[src/hdl/lr_pkg.sv]
// lr_pkg: shared types for the line rasterizer core.
// Holds the per-line direction flags and the walker state encoding.
// No dependencies.
`default_nettype none

package lr_pkg;

    // Direction and axis flags of one line, set by the front end.
    typedef struct packed {
        logic x_major;  // x is the major axis
        logic y_down;   // y steps toward lower values
        logic x_down;   // x steps toward lower values
    } t_line_ctrl;

    localparam int unsigned LineCtrlBits = $bits(t_line_ctrl);

    typedef enum logic {
        WALK_IDLE,
        WALK_RUN
    } t_walk_state;

endpackage

`default_nettype wire

[src/hdl/line_rasterizer_core.sv]
// line_rasterizer_core: Bresenham line rasterizer, front end + queue + walker.
// Depends on lr_pkg, lr_front, lr_queue, lr_walker.
// Path: request, front-end register, queue, walker setup load, output register.
// Throughput: one point a cycle when the output is not stalled; a line of major
// delta D gives D + 1 points and holds the walker for one setup load besides.
// Reset: synchronous, active low; clears valids, queue and walker state.
`default_nettype none

module line_rasterizer_core
    import lr_pkg::*;
#(
    parameter int unsigned COORD_BITS = 6
) (
    input  wire logic                                   i_clk,
    input  wire logic                                   i_rst_n,
    // Line requests.
    input  wire logic                                   s_axis_tvalid,
    output logic                                        s_axis_tready,
    // tdata, low to high: start_x, start_y, end_x, end_y, zero pad.
    input  wire logic [((4*COORD_BITS+7)/8)*8-1:0]      s_axis_tdata,
    // Emitted points.
    output logic                                        m_axis_tvalid,
    input  wire logic                                   m_axis_tready,
    // tdata, low to high: point_x, point_y, zero pad.
    output logic [((2*COORD_BITS+7)/8)*8-1:0]           m_axis_tdata,
    // tlast: last point of the line.
    output logic                                        m_axis_tlast
);

    localparam int unsigned OutBits    = ((2 * COORD_BITS + 7) / 8) * 8;
    localparam int unsigned SetupBits  = 5 * COORD_BITS + 3 + LineCtrlBits;
    localparam int unsigned QueueDepth = 2;

    // Front end to queue.
    logic                  fe_valid;
    logic [SetupBits-1:0]  fe_setup;
    logic                  q_not_full;
    // Queue to walker.
    logic                  q_not_empty;
    logic                  q_pop;
    logic [SetupBits-1:0]  q_setup;
    // Walker point.
    logic [COORD_BITS-1:0] pt_x;
    logic [COORD_BITS-1:0] pt_y;

    // Front end: classifies a request (axis, directions, deltas, error seed).
    lr_front #(
        .COORD_BITS (COORD_BITS),
        .SETUP_BITS (SetupBits)
    ) u_front (
        .i_clk     (i_clk),
        .i_rst_n   (i_rst_n),
        .i_valid   (s_axis_tvalid),
        .o_ready   (s_axis_tready),
        .i_start_x (s_axis_tdata[COORD_BITS-1:0]),
        .i_start_y (s_axis_tdata[2*COORD_BITS-1:COORD_BITS]),
        .i_end_x   (s_axis_tdata[3*COORD_BITS-1:2*COORD_BITS]),
        .i_end_y   (s_axis_tdata[4*COORD_BITS-1:3*COORD_BITS]),
        .o_valid   (fe_valid),
        .i_ready   (q_not_full),
        .o_setup   (fe_setup)
    );

    // Short queue so the front end keeps taking requests during a walk.
    lr_queue #(
        .WIDTH (SetupBits),
        .DEPTH (QueueDepth)
    ) u_queue (
        .i_clk       (i_clk),
        .i_rst_n     (i_rst_n),
        .i_push      (fe_valid),
        .o_not_full  (q_not_full),
        .i_data      (fe_setup),
        .o_not_empty (q_not_empty),
        .i_pop       (q_pop),
        .o_data      (q_setup)
    );

    // Back end: walks the line one point per cycle while the output is not stalled.
    lr_walker #(
        .COORD_BITS (COORD_BITS),
        .SETUP_BITS (SetupBits)
    ) u_walker (
        .i_clk     (i_clk),
        .i_rst_n   (i_rst_n),
        .i_q_valid (q_not_empty),
        .o_q_pop   (q_pop),
        .i_q_setup (q_setup),
        .o_valid   (m_axis_tvalid),
        .i_ready   (m_axis_tready),
        .o_point_x (pt_x),
        .o_point_y (pt_y),
        .o_last    (m_axis_tlast)
    );

    assign m_axis_tdata = OutBits'({pt_y, pt_x});

endmodule

`default_nettype wire

[src/hdl/lr_front.sv]
// lr_front: accepts a line request, works out deltas, axis, directions
// and the initial error term, and holds the setup for the queue.
// Depends on lr_pkg.
`default_nettype none

module lr_front
    import lr_pkg::*;
#(
    parameter int unsigned COORD_BITS = 6,
    parameter int unsigned SETUP_BITS = 5 * COORD_BITS + 3 + LineCtrlBits
) (
    input  wire logic                  i_clk,
    input  wire logic                  i_rst_n,
    input  wire logic                  i_valid,
    output logic                       o_ready,
    input  wire logic [COORD_BITS-1:0] i_start_x,
    input  wire logic [COORD_BITS-1:0] i_start_y,
    input  wire logic [COORD_BITS-1:0] i_end_x,
    input  wire logic [COORD_BITS-1:0] i_end_y,
    output logic                       o_valid,
    input  wire logic                  i_ready,
    output logic [SETUP_BITS-1:0]      o_setup
);

    localparam int unsigned ErrBits = COORD_BITS + 3;

    logic                  r_valid;
    logic                  n_valid;
    logic [SETUP_BITS-1:0] r_setup;
    logic [SETUP_BITS-1:0] n_setup;

    logic [COORD_BITS-1:0] dx;
    logic [COORD_BITS-1:0] dy;
    logic [COORD_BITS-1:0] d_major;
    logic [COORD_BITS-1:0] d_minor;
    logic [ErrBits-1:0]    err_init;
    t_line_ctrl            ctrl;
    logic                  take;

    // Ties go to y: x is major only when strictly longer.
    always_comb begin
        ctrl.x_down  = !(i_end_x > i_start_x);
        ctrl.y_down  = !(i_end_y > i_start_y);
        dx           = ctrl.x_down ? (i_start_x - i_end_x) : (i_end_x - i_start_x);
        dy           = ctrl.y_down ? (i_start_y - i_end_y) : (i_end_y - i_start_y);
        ctrl.x_major = (dx > dy);
        d_major      = ctrl.x_major ? dx : dy;
        d_minor      = ctrl.x_major ? dy : dx;
        err_init     = {2'b00, d_minor, 1'b0} - {3'b000, d_major};
    end

    assign o_ready = !r_valid || i_ready;
    assign take    = i_valid && o_ready;

    always_comb begin
        n_valid = r_valid;
        n_setup = r_setup;
        if (take) begin
            n_valid = 1'b1;
            n_setup = {ctrl, err_init, d_minor, d_major, i_start_y, i_start_x};
        end else if (i_ready) begin
            n_valid = 1'b0;
        end
    end

    always_ff @(posedge i_clk) begin
        if (!i_rst_n) begin
            r_valid <= 1'b0;
        end else begin
            r_valid <= n_valid;
        end
    end

    always_ff @(posedge i_clk) begin
        r_setup <= n_setup;
    end

    assign o_valid = r_valid;
    assign o_setup = r_setup;

endmodule

`default_nettype wire

[src/hdl/lr_queue.sv]
// lr_queue: small FIFO of line setups between front end and walker.
// Register file with combinational read head; depth a power of two.
// Depends on lr_pkg only by convention of the project.
`default_nettype none

module lr_queue
    import lr_pkg::*;
#(
    parameter int unsigned WIDTH = 36,
    parameter int unsigned DEPTH = 2
) (
    input  wire logic             i_clk,
    input  wire logic             i_rst_n,
    input  wire logic             i_push,
    output logic                  o_not_full,
    input  wire logic [WIDTH-1:0] i_data,
    output logic                  o_not_empty,
    input  wire logic             i_pop,
    output logic [WIDTH-1:0]      o_data
);

    localparam int unsigned AddrBits  = (DEPTH > 1) ? $clog2(DEPTH) : 1;
    localparam int unsigned CountBits = $clog2(DEPTH + 1);

    logic [WIDTH-1:0]     r_mem [DEPTH];
    logic [AddrBits-1:0]  r_wr_ptr;
    logic [AddrBits-1:0]  r_rd_ptr;
    logic [CountBits-1:0] r_count;
    logic                 do_push;
    logic                 do_pop;

    assign o_not_full  = (r_count != CountBits'(DEPTH));
    assign o_not_empty = (r_count != '0);
    assign do_push     = i_push && o_not_full;
    assign do_pop      = i_pop && o_not_empty;
    assign o_data      = r_mem[r_rd_ptr];

    always_ff @(posedge i_clk) begin
        if (!i_rst_n) begin
            r_wr_ptr <= '0;
            r_rd_ptr <= '0;
            r_count  <= '0;
        end else begin
            if (do_push) begin
                r_wr_ptr <= r_wr_ptr + AddrBits'(1);
            end
            if (do_pop) begin
                r_rd_ptr <= r_rd_ptr + AddrBits'(1);
            end
            priority if (do_push && !do_pop) begin
                r_count <= r_count + CountBits'(1);
            end else if (do_pop && !do_push) begin
                r_count <= r_count - CountBits'(1);
            end
        end
    end

    always_ff @(posedge i_clk) begin
        if (do_push) begin
            r_mem[r_wr_ptr] <= i_data;
        end
    end

    a_count_bound: assert property (@(posedge i_clk) disable iff (!i_rst_n)
        r_count <= CountBits'(DEPTH))
        else $error("queue count above depth");

    a_empty_no_drop: assert property (@(posedge i_clk) disable iff (!i_rst_n)
        (r_count == '0) |=> (r_count <= CountBits'(1)))
        else $error("queue count moved wrongly from empty");

endmodule

`default_nettype wire

[src/hdl/lr_walker.sv]
// lr_walker: takes one line setup from the queue and walks its points,
// one per cycle when not stalled, into an output register that holds a point under stall.
// Depends on lr_pkg.
`default_nettype none

module lr_walker
    import lr_pkg::*;
#(
    parameter int unsigned COORD_BITS = 6,
    parameter int unsigned SETUP_BITS = 5 * COORD_BITS + 3 + LineCtrlBits
) (
    input  wire logic                  i_clk,
    input  wire logic                  i_rst_n,
    input  wire logic                  i_q_valid,
    output logic                       o_q_pop,
    input  wire logic [SETUP_BITS-1:0] i_q_setup,
    output logic                       o_valid,
    input  wire logic                  i_ready,
    output logic [COORD_BITS-1:0]      o_point_x,
    output logic [COORD_BITS-1:0]      o_point_y,
    output logic                       o_last
);

    localparam int unsigned ErrBits  = COORD_BITS + 3;
    localparam int unsigned LeftBits = COORD_BITS + 1;

    t_walk_state           r_state;
    t_walk_state           n_state;
    logic [COORD_BITS-1:0] r_x;
    logic [COORD_BITS-1:0] n_x;
    logic [COORD_BITS-1:0] r_y;
    logic [COORD_BITS-1:0] n_y;
    logic [ErrBits-1:0]    r_err;
    logic [ErrBits-1:0]    n_err;
    logic [LeftBits-1:0]   r_left;
    logic [LeftBits-1:0]   n_left;
    logic [COORD_BITS-1:0] r_dmaj;
    logic [COORD_BITS-1:0] n_dmaj;
    logic [COORD_BITS-1:0] r_dmin;
    logic [COORD_BITS-1:0] n_dmin;
    t_line_ctrl            r_ctrl;
    t_line_ctrl            n_ctrl;

    logic                  r_out_valid;
    logic                  n_out_valid;
    logic [COORD_BITS-1:0] r_out_x;
    logic [COORD_BITS-1:0] n_out_x;
    logic [COORD_BITS-1:0] r_out_y;
    logic [COORD_BITS-1:0] n_out_y;
    logic                  r_out_last;
    logic                  n_out_last;

    logic                  adv;
    logic                  minor_step;
    logic                  step_x;
    logic                  step_y;
    logic                  is_last;

    // Setup fields, lowest first: start x, start y, major, minor, error, flags.
    logic [COORD_BITS-1:0] q_sx;
    logic [COORD_BITS-1:0] q_sy;
    logic [COORD_BITS-1:0] q_dmaj;
    logic [COORD_BITS-1:0] q_dmin;
    logic [ErrBits-1:0]    q_err;
    t_line_ctrl            q_ctrl;

    assign q_sx   = i_q_setup[COORD_BITS-1:0];
    assign q_sy   = i_q_setup[2*COORD_BITS-1:COORD_BITS];
    assign q_dmaj = i_q_setup[3*COORD_BITS-1:2*COORD_BITS];
    assign q_dmin = i_q_setup[4*COORD_BITS-1:3*COORD_BITS];
    assign q_err  = i_q_setup[4*COORD_BITS+ErrBits-1:4*COORD_BITS];
    assign q_ctrl = t_line_ctrl'(i_q_setup[SETUP_BITS-1:4*COORD_BITS+ErrBits]);

    // A point moves out when the output register is empty or being drained.
    assign adv        = (r_state == WALK_RUN) && (!r_out_valid || i_ready);
    assign minor_step = !r_err[ErrBits-1];
    assign step_x     = r_ctrl.x_major || minor_step;
    assign step_y     = !r_ctrl.x_major || minor_step;
    assign is_last    = (r_left == LeftBits'(1));

    always_comb begin
        n_state     = r_state;
        n_x         = r_x;
        n_y         = r_y;
        n_err       = r_err;
        n_left      = r_left;
        n_dmaj      = r_dmaj;
        n_dmin      = r_dmin;
        n_ctrl      = r_ctrl;
        n_out_valid = r_out_valid && !i_ready;
        n_out_x     = r_out_x;
        n_out_y     = r_out_y;
        n_out_last  = r_out_last;
        o_q_pop     = 1'b0;
        unique case (r_state)
            WALK_IDLE: begin
                if (i_q_valid) begin
                    o_q_pop = 1'b1;
                    n_x     = q_sx;
                    n_y     = q_sy;
                    n_err   = q_err;
                    n_dmaj  = q_dmaj;
                    n_dmin  = q_dmin;
                    n_ctrl  = q_ctrl;
                    n_left  = {1'b0, q_dmaj} + LeftBits'(1);
                    n_state = WALK_RUN;
                end
            end
            WALK_RUN: begin
                if (adv) begin
                    n_out_valid = 1'b1;
                    n_out_x     = r_x;
                    n_out_y     = r_y;
                    n_out_last  = is_last;
                    n_left      = r_left - LeftBits'(1);
                    n_err       = minor_step
                                ? r_err + {2'b00, r_dmin, 1'b0} - {2'b00, r_dmaj, 1'b0}
                                : r_err + {2'b00, r_dmin, 1'b0};
                    if (step_x) begin
                        n_x = r_ctrl.x_down ? r_x - COORD_BITS'(1) : r_x + COORD_BITS'(1);
                    end
                    if (step_y) begin
                        n_y = r_ctrl.y_down ? r_y - COORD_BITS'(1) : r_y + COORD_BITS'(1);
                    end
                    if (is_last) begin
                        n_state = WALK_IDLE;
                    end
                end
            end
            default: begin
                n_state = WALK_IDLE;
            end
        endcase
    end

    always_ff @(posedge i_clk) begin
        if (!i_rst_n) begin
            r_state     <= WALK_IDLE;
            r_left      <= '0;
            r_out_valid <= 1'b0;
        end else begin
            r_state     <= n_state;
            r_left      <= n_left;
            r_out_valid <= n_out_valid;
        end
    end

    always_ff @(posedge i_clk) begin
        r_x        <= n_x;
        r_y        <= n_y;
        r_err      <= n_err;
        r_dmaj     <= n_dmaj;
        r_dmin     <= n_dmin;
        r_ctrl     <= n_ctrl;
        r_out_x    <= n_out_x;
        r_out_y    <= n_out_y;
        r_out_last <= n_out_last;
    end

    assign o_valid   = r_out_valid;
    assign o_point_x = r_out_x;
    assign o_point_y = r_out_y;
    assign o_last    = r_out_last;

    a_run_has_points: assert property (@(posedge i_clk) disable iff (!i_rst_n)
        (r_state == WALK_RUN) |-> (r_left != '0))
        else $error("walking with no points left");

    a_last_ends_walk: assert property (@(posedge i_clk) disable iff (!i_rst_n)
        (adv && is_last) |=> (r_state == WALK_IDLE) && r_out_valid && r_out_last)
        else $error("last point did not end the walk");

    a_mid_keeps_walk: assert property (@(posedge i_clk) disable iff (!i_rst_n)
        (adv && !is_last) |=> (r_state == WALK_RUN) && !r_out_last)
        else $error("walk ended before the last point");

    a_pop_only_idle: assert property (@(posedge i_clk) disable iff (!i_rst_n)
        o_q_pop |-> (r_state == WALK_IDLE) && i_q_valid)
        else $error("setup popped while walking");

endmodule

`default_nettype wire

[config.mk]
export PLATFORM = sky130hd
export DESIGN_NAME = line_rasterizer_core
export DESIGN_NICKNAME = d
export VERILOG_FILES = /design/src/hdl/lr_pkg.sv /design/src/hdl/line_rasterizer_core.sv /design/src/hdl/lr_front.sv /design/src/hdl/lr_queue.sv /design/src/hdl/lr_walker.sv
export SDC_FILE = /design/constraint.sdc
export NUM_CORES = 1
export LEC_CHECK = 0
export ABC_CLOCK_PERIOD_IN_PS = 5410
export BUFFER_PORTS_ARGS = -buffer_cell sky130_fd_sc_hd__buf_2
export CAP_MARGIN = 10
export CORE_ASPECT_RATIO = 2
export CORE_MARGIN = 1.5
export CORE_UTILIZATION = 25
export CTS_CLUSTER_DIAMETER = 200
export DETAILED_ROUTE_END_ITERATION = 7
export GPL_TIMING_DRIVEN = 0
export PLACE_DENSITY = 0.47
export SYNTH_ARGS = -nofsm -noshare
export SYNTH_HDL_FRONTEND = slang
export SYNTH_HIERARCHICAL = 1
export SYNTH_SLANG_ARGS = --single-unit
[constraint.sdc]
create_clock -name i_clk -period 5.41 [get_ports i_clk]
set_input_delay 0.541 -clock i_clk [delete_from_list [all_inputs] [get_ports i_clk]]
set_output_delay 0.541 -clock i_clk [all_outputs]
set_load 0.1 [all_outputs]
==> Word level (Yosys, flattened, before mapping) <==
Memory sizes are Yosys's and may differ from the RTL's. A register that Yosys moved wholly into a read port is not among the register bits.
Index checks and enable logic that the tools add are counted.
{ "op_classes": {"order_cmp": 3, "eq_ne": 6, "reduce_logical": 28, "n_bitwise": 1, "mux": 36, "addsub": 17} }
{ "ops": {"columns": ["cell", "n"], "rows": [
  ["$mux 6", 12],
  ["$mux 9", 3],
  ["$pmux 6 s2", 2],
  ["$sub 6x6->6", 4],
  ["$gt 6x6->1", 3],
  ["$pmux 9 s2", 1],
  ["$mux 7", 2],
  ["$pmux 7 s2", 1],
  ["$add 6x1->6 const B", 2],
  ["$mux 1", 12],
  ["$sub 6x1->6 const B", 2],
  ["$ne 2x2->1 const B", 5],
  ["$add 9x7->9", 1],
  ["$logic_not 1->1", 9],
  ["$sub 9x7->9", 1],
  ["$sub 7x6->8", 1],
  ["$add 6x1->7 const B", 1],
  ["$eq 7x1->1 const B", 1],
  ["$logic_and 1x1->1", 7],
  ["$sub 7x1->7 const B", 1],
  ["$reduce_and 2->1", 3],
  ["$reduce_and 3->1", 2],
  ["$reduce_bool 2->1", 3],
  ["$logic_or 1x1->1", 4],
  ["6 further kinds", 8]
]} }
{ "totals": {"output_inout_bits": 19, "ff_bits": 99, "elab_cells": 111, "mem_bits_rw": 72, "n_memories": 1, "inputBits": 28} }
{ "mem_list": {"columns": ["memory", "words", "word_bits", "rd", "rd_clocked_by_memory_dff", "wr", "line_no", "source"], "rows": [
  ["u_queue.r_mem", 2, 36, 1, 1, 1, "lr_queue.sv:25", "logic [WIDTH-1:0] r_mem [DEPTH];"]
]} }

==> Logic depth before layout (Yosys ltp) <==
{ "depth": {"word_depth": 7, "depth_mapped": 27, "depth_no_buf": 26} }

==> By module <==
Netlist, hierarchy kept.
{ "modules_own_cells": {"columns": ["module", "area_per_inst_um2", "n_inst", "seq_area_each_um2", "cells_each"], "rows": [
  ["lr_walker", 3271.9, 1, 1621.6, 290],
  ["lr_front", 2949.1, 1, 1041.0, 293],
  ["lr_queue", 2832.7, 1, 2262.2, 136],
  ["line_rasterizer_core", 33.8, 1, 0.0, 5]
]} }

==> Worst setup path after synthesis <==
OpenSTA, ideal clock, no wires.
{ "synth_timing": {"path_kind": "input port to flip-flop", "startpoint": "input port s_axis_tdata[12]", "endpoint": "register u_front.r_setup[30], in the netlist u_front/o_setup[30], data pin", "setup_ns": 0.266, "required_ns": 5.144, "n_path_buf": 1, "arrival_ns": 5.147, "stages": 24, "path_slack_ns": -0.003, "cell_sequence": "inv_1 ha_1 inv_1 fa_1 a21o_1 a221o_1 or4_4 o2111ai_2 inv_1 ha_1 nand4_1 a21oi_1 o32ai_4 inv_2 clkbuf_1 nand2_1 a21boi_0 inv_1 ha_1 a221o_1 maj3_2 o311ai_1 nand3b_1 xnor2_1"} }
{ "synth_lines": {"columns": ["element", "line_no", "source"], "rows": [
  ["start: declaration", "line_rasterizer_core.sv:20", "input wire logic [((4*COORD_BITS+7)/8)*8-1:0] s_axis_tdata,"],
  ["end signal: assignment", "lr_front.sv:75", "r_setup <= n_setup;"],
  ["end: declaration", "lr_front.sv:29", "logic [SETUP_BITS-1:0] r_setup;"]
]} }

==> Worst setup path in the final report <==
{ "layout_timing": {"startpoint": "input port s_axis_tdata[12]", "endpoint": "register u_front.r_setup[30], in the netlist u_front/o_setup[30], data pin"} }
{ "layout_via": {"elab_chain_len": 5, "elab_cells_between_ends": 8, "cone_classes": "add/sub (3); order compare (2); mux (3)"} }
{ "layout_rtl": {"columns": ["element", "line_no", "source"], "rows": [
  ["$sub 6x6->6 / $gt 6x6->1 (equally long branches)", "lr_front.sv:44, lr_front.sv:42", null],
  ["$mux 6 (*)", "lr_front.sv:44", "dx = ctrl.x_down ? (i_start_x - i_end_x) : (i_end_x - i_start_x);"],
  ["$gt 6x6->1", "lr_front.sv:46", "ctrl.x_major = (dx > dy);"],
  ["$mux 6, on equally long branches", "lr_front.sv:48, lr_front.sv:47", null],
  ["$sub 7x6->8 (*)", "lr_front.sv:49", "err_init = {2'b00, d_minor, 1'b0} - {3'b000, d_major};"],
  ["via u_front.err_init[6]", "lr_front.sv:36", "logic [ErrBits-1:0] err_init;"]
]} }
The timed path passes the listed nets; every way through them passes the cells marked *.
A chain may end at the register's enable or synchronous reset.

==> flow_metrics.tcl <==
set metrics [dict create \
    run_status "finished, final reports clean" \
    peakVddDrop_uv 238 \
    worst_ep_arrival_time_ps 5320 \
    cts.path.max_buffers 2 \
    fin_tns_setup_ps 0 \
    critical_path.max_stage_delay_ps 490 \
    grt_remaining_overflow 0 \
    r2r_end "u_walker/r_err[8]" \
    finalSetupViolCount 0 \
    drive_above_1_share 0.245 \
    period_share 0.953 \
    count_of_endpoints_failing_hold_in_the_final_timing_report 0 \
    stdcell_count 1259 \
    die_h_um 271 \
    worst-endpoint-required_ps 5580 \
    fin_nets 886 \
    die_area_mm2 0.0373 \
    count_of_clock_tree_sinks 167 \
    crit-reg2reg-launch "u_walker/r_err[1]" \
    htree_num_levels 4 \
    drt_pass1_iterations 4 \
    timing.slew.headroom 0.240 \
    clock-root-buffer "sky130_fd_sc_hd__clkbuf_16" \
    critPathLaunchType "input port" \
    hold_buffers 0 \
    cts_buffers 17 \
    worst_path_dominant_cell_family "compound AO/OA/AOI/OAI gates" \
    synth-warning-count 6 \
    initial_utilization 0.252 \
    io_buffer_count 42 \
    routed_wirelength_normalized_by_instance_count_um 16.3 \
    rrSetupSlack_ps 2260 \
    total_power_w 0.00661 \
    antenna_violating_nets_post_route 0 \
    critical_path.max_fanout 10 \
    crit_start "s_axis_tdata[12]" \
    timing_worst_setup_path_type "input port to flop" \
    boundaryPins 47 \
    grt_antenna_before_repair 0 \
    largest_clock_skew_in_the_final_design_ps 6.97 \
    power.density_mw_per_mm2 627 \
    drt_first_iter_violations 306 \
    core_area_mm2 0.0357 \
    timing.critical_path.cells "buf_2 -> inv_1 -> ha_1 -> inv_1 -> fa_2 -> a21o_1 -> a221o_1 -> or4_4 -> o2111ai_2 -> inv_1 -> ha_1 -> nand3_1 -> a21boi_1 -> o32ai_4 -> buf_2 -> o21ai_0 -> ha_1 -> a221o_1 -> maj3_2 -> o311ai_1 -> nand3b_1 -> xnor2_1" \
    worst_setup_path_endpoint "u_front/o_setup[30]" \
    critPathSlowestCell "sky130_fd_sc_hd__or4_4" \
    cp_num_buf_inv 5 \
    grt_pass1_wl_mm 32.5 \
    place_congestion 0.850 \
    place.detailed.hpwl_mm 16.2 \
    vias 5737 \
    placed_area_mm2 0.00982 \
    post-route-min-period_ps 5150 \
    critical_path_depth 22 \
    critPathCaptureType "flop" \
    post-place-cells 1216 \
    synthToLayoutAreaGrowth_pct 17.0 \
    syn_avg_cell_area_um2 12.5 \
    antennaDiodeCount 0 \
    fp.dieW_um 137 \
    wirelength_mm 20.6 \
    final_report_max_slew_violation_count 0 \
    max_cap_viol_count 0 \
    via_per_inst 4.56 \
    rr_worst_depth 9 \
    global_route.usage.total 0.117 \
    num_rows 98 \
    grt_pass1_vias 6105 \
    max_clock_freq_ghz 0.194 \
    clk_pin_slew_worst_paths_ps 70 \
    grt_max_degree 36 \
    drcViolationCount 0 \
    syn-cell-area_mm2 0.00901 \
    clock_tree_from_tritoncts "built" \
    timing.hold.worst.class "input port to flop" \
    worst-slew-pin-transition_ps 1130 \
    p_leak_nw 4.02 \
    grt_setup_unrepaired "no" \
    post-route-cell-area_mm2 0.0105 \
    syn_inst 720 \
    worstSkewPairLatency_ps 430 \
    whs_ps 320 \
]
==> metrics by stage <==
step	worst slack (ps)	util
global route	9.85	0.295
finish	256	0.295
detailed placement	-1050	0.275
global placement	-998	0.275
CTS	48.4	0.293
floorplan	22.8	-
==> cell type report <==
cell class	count	area [µm²]
fill	3621	25100
sequential	167	4860
multi-input combinational	456	3770
tap	450	563
clock buffer	17	425
timing repair buffer	55	320
inverter	80	305
clock inverter	15	165
buffer	19	121
==> placed cells by master, fill, tap and decap left out, types with 7 or more instances in the layout <==
cell                        instances
sky130_fd_sc_hd__clkbuf_16         17
sky130_fd_sc_hd__o21ai_0           24
sky130_fd_sc_hd__mux2_2            46
sky130_fd_sc_hd__a21oi_1           34
sky130_fd_sc_hd__nand2_1           21
sky130_fd_sc_hd__buf_4             21
sky130_fd_sc_hd__dfxtp_1           15
sky130_fd_sc_hd__inv_2              9
sky130_fd_sc_hd__edfxtp_1         152
sky130_fd_sc_hd__nor3_1            12
sky130_fd_sc_hd__xnor2_1           22
sky130_fd_sc_hd__ha_1              54
sky130_fd_sc_hd__a21o_1            16
sky130_fd_sc_hd__nand3_1           13
sky130_fd_sc_hd__o21a_1            11
sky130_fd_sc_hd__buf_2             49
sky130_fd_sc_hd__nor2_1            30
sky130_fd_sc_hd__inv_1             70
sky130_fd_sc_hd__xor2_1             7
sky130_fd_sc_hd__nand2b_1          12
sky130_fd_sc_hd__nor2b_1            7
sky130_fd_sc_hd__a211oi_1          10
==> worst register-to-register path, cell delays in order (launching register included) <==
cell and delay (ps):
sky130_fd_sc_hd__edfxtp_1 360, sky130_fd_sc_hd__ha_1 290, sky130_fd_sc_hd__fa_1 460, sky130_fd_sc_hd__a211o_1 360, sky130_fd_sc_hd__a21oi_1 270, sky130_fd_sc_hd__ha_1 330
sky130_fd_sc_hd__o21a_1 180, sky130_fd_sc_hd__o31a_1 120, sky130_fd_sc_hd__o311ai_0 340, sky130_fd_sc_hd__o211ai_1 160
==> power breakdown <==
| group | total (W) | switching, W | internal [W] |
|---|---|---|---|
| combinational | 0.00325 | 0.00197 | 0.00128 |
| sequential | 0.00215 | 0.000171 | 0.00197 |
| clock | 0.00121 | 0.000523 | 0.000689 |
==> routing by layer <==
layer	global-route usage	vias up	routed length, µm
met3	0.0202	47	528
met4	0.0814	0	1130
met2	0.234	107	12100
met5	0	-	0
met1	0.0996	2760	6800
li1	-	2823	-
==> sequential cells by signal (all words and copies together), names as in the netlist, named ones only <==
name                count
u_queue/r_wr_ptr        1
u_walker/r_ctrl         3
u_queue/r_mem          70
u_queue/r_rd_ptr        1
u_walker/o_valid        1
u_walker/r_dmin         6
u_queue/r_count         2
u_walker/o_point_y      6
u_walker/r_left         7
u_walker/r_y            6
u_walker/r_dmaj         6
u_walker/o_last         1
u_walker/r_state        1
u_front/o_setup        34
u_front/o_valid         1
u_walker/o_point_x      6
u_walker/r_err          8
u_walker/r_x            6
==> worst min-delay path by stage <==
stage	from	endpoint	slack, ps	cells after the start
floorplan	u_front/o_setup[0]	u_queue/r_mem[0][0]	420	0
global placement	u_front/o_setup[7]	u_queue/r_mem[1][7]	420	0
detailed placement	u_front/o_setup[28]	u_queue/r_mem[1][28]	430	0
CTS	s_axis_tdata[11]	u_front/o_setup[11]	300	1
global route	s_axis_tdata[11]	u_front/o_setup[11]	290	1
finish	s_axis_tdata[11]	u_front/o_setup[11]	320	1
==> repair_timing <==
action	CTS	global route
pin swaps	6	6
setup endpoints to repair	5	2
setup buffers	6	6
gates resized for setup	4	11
Power figures use the tool's default switching activity.
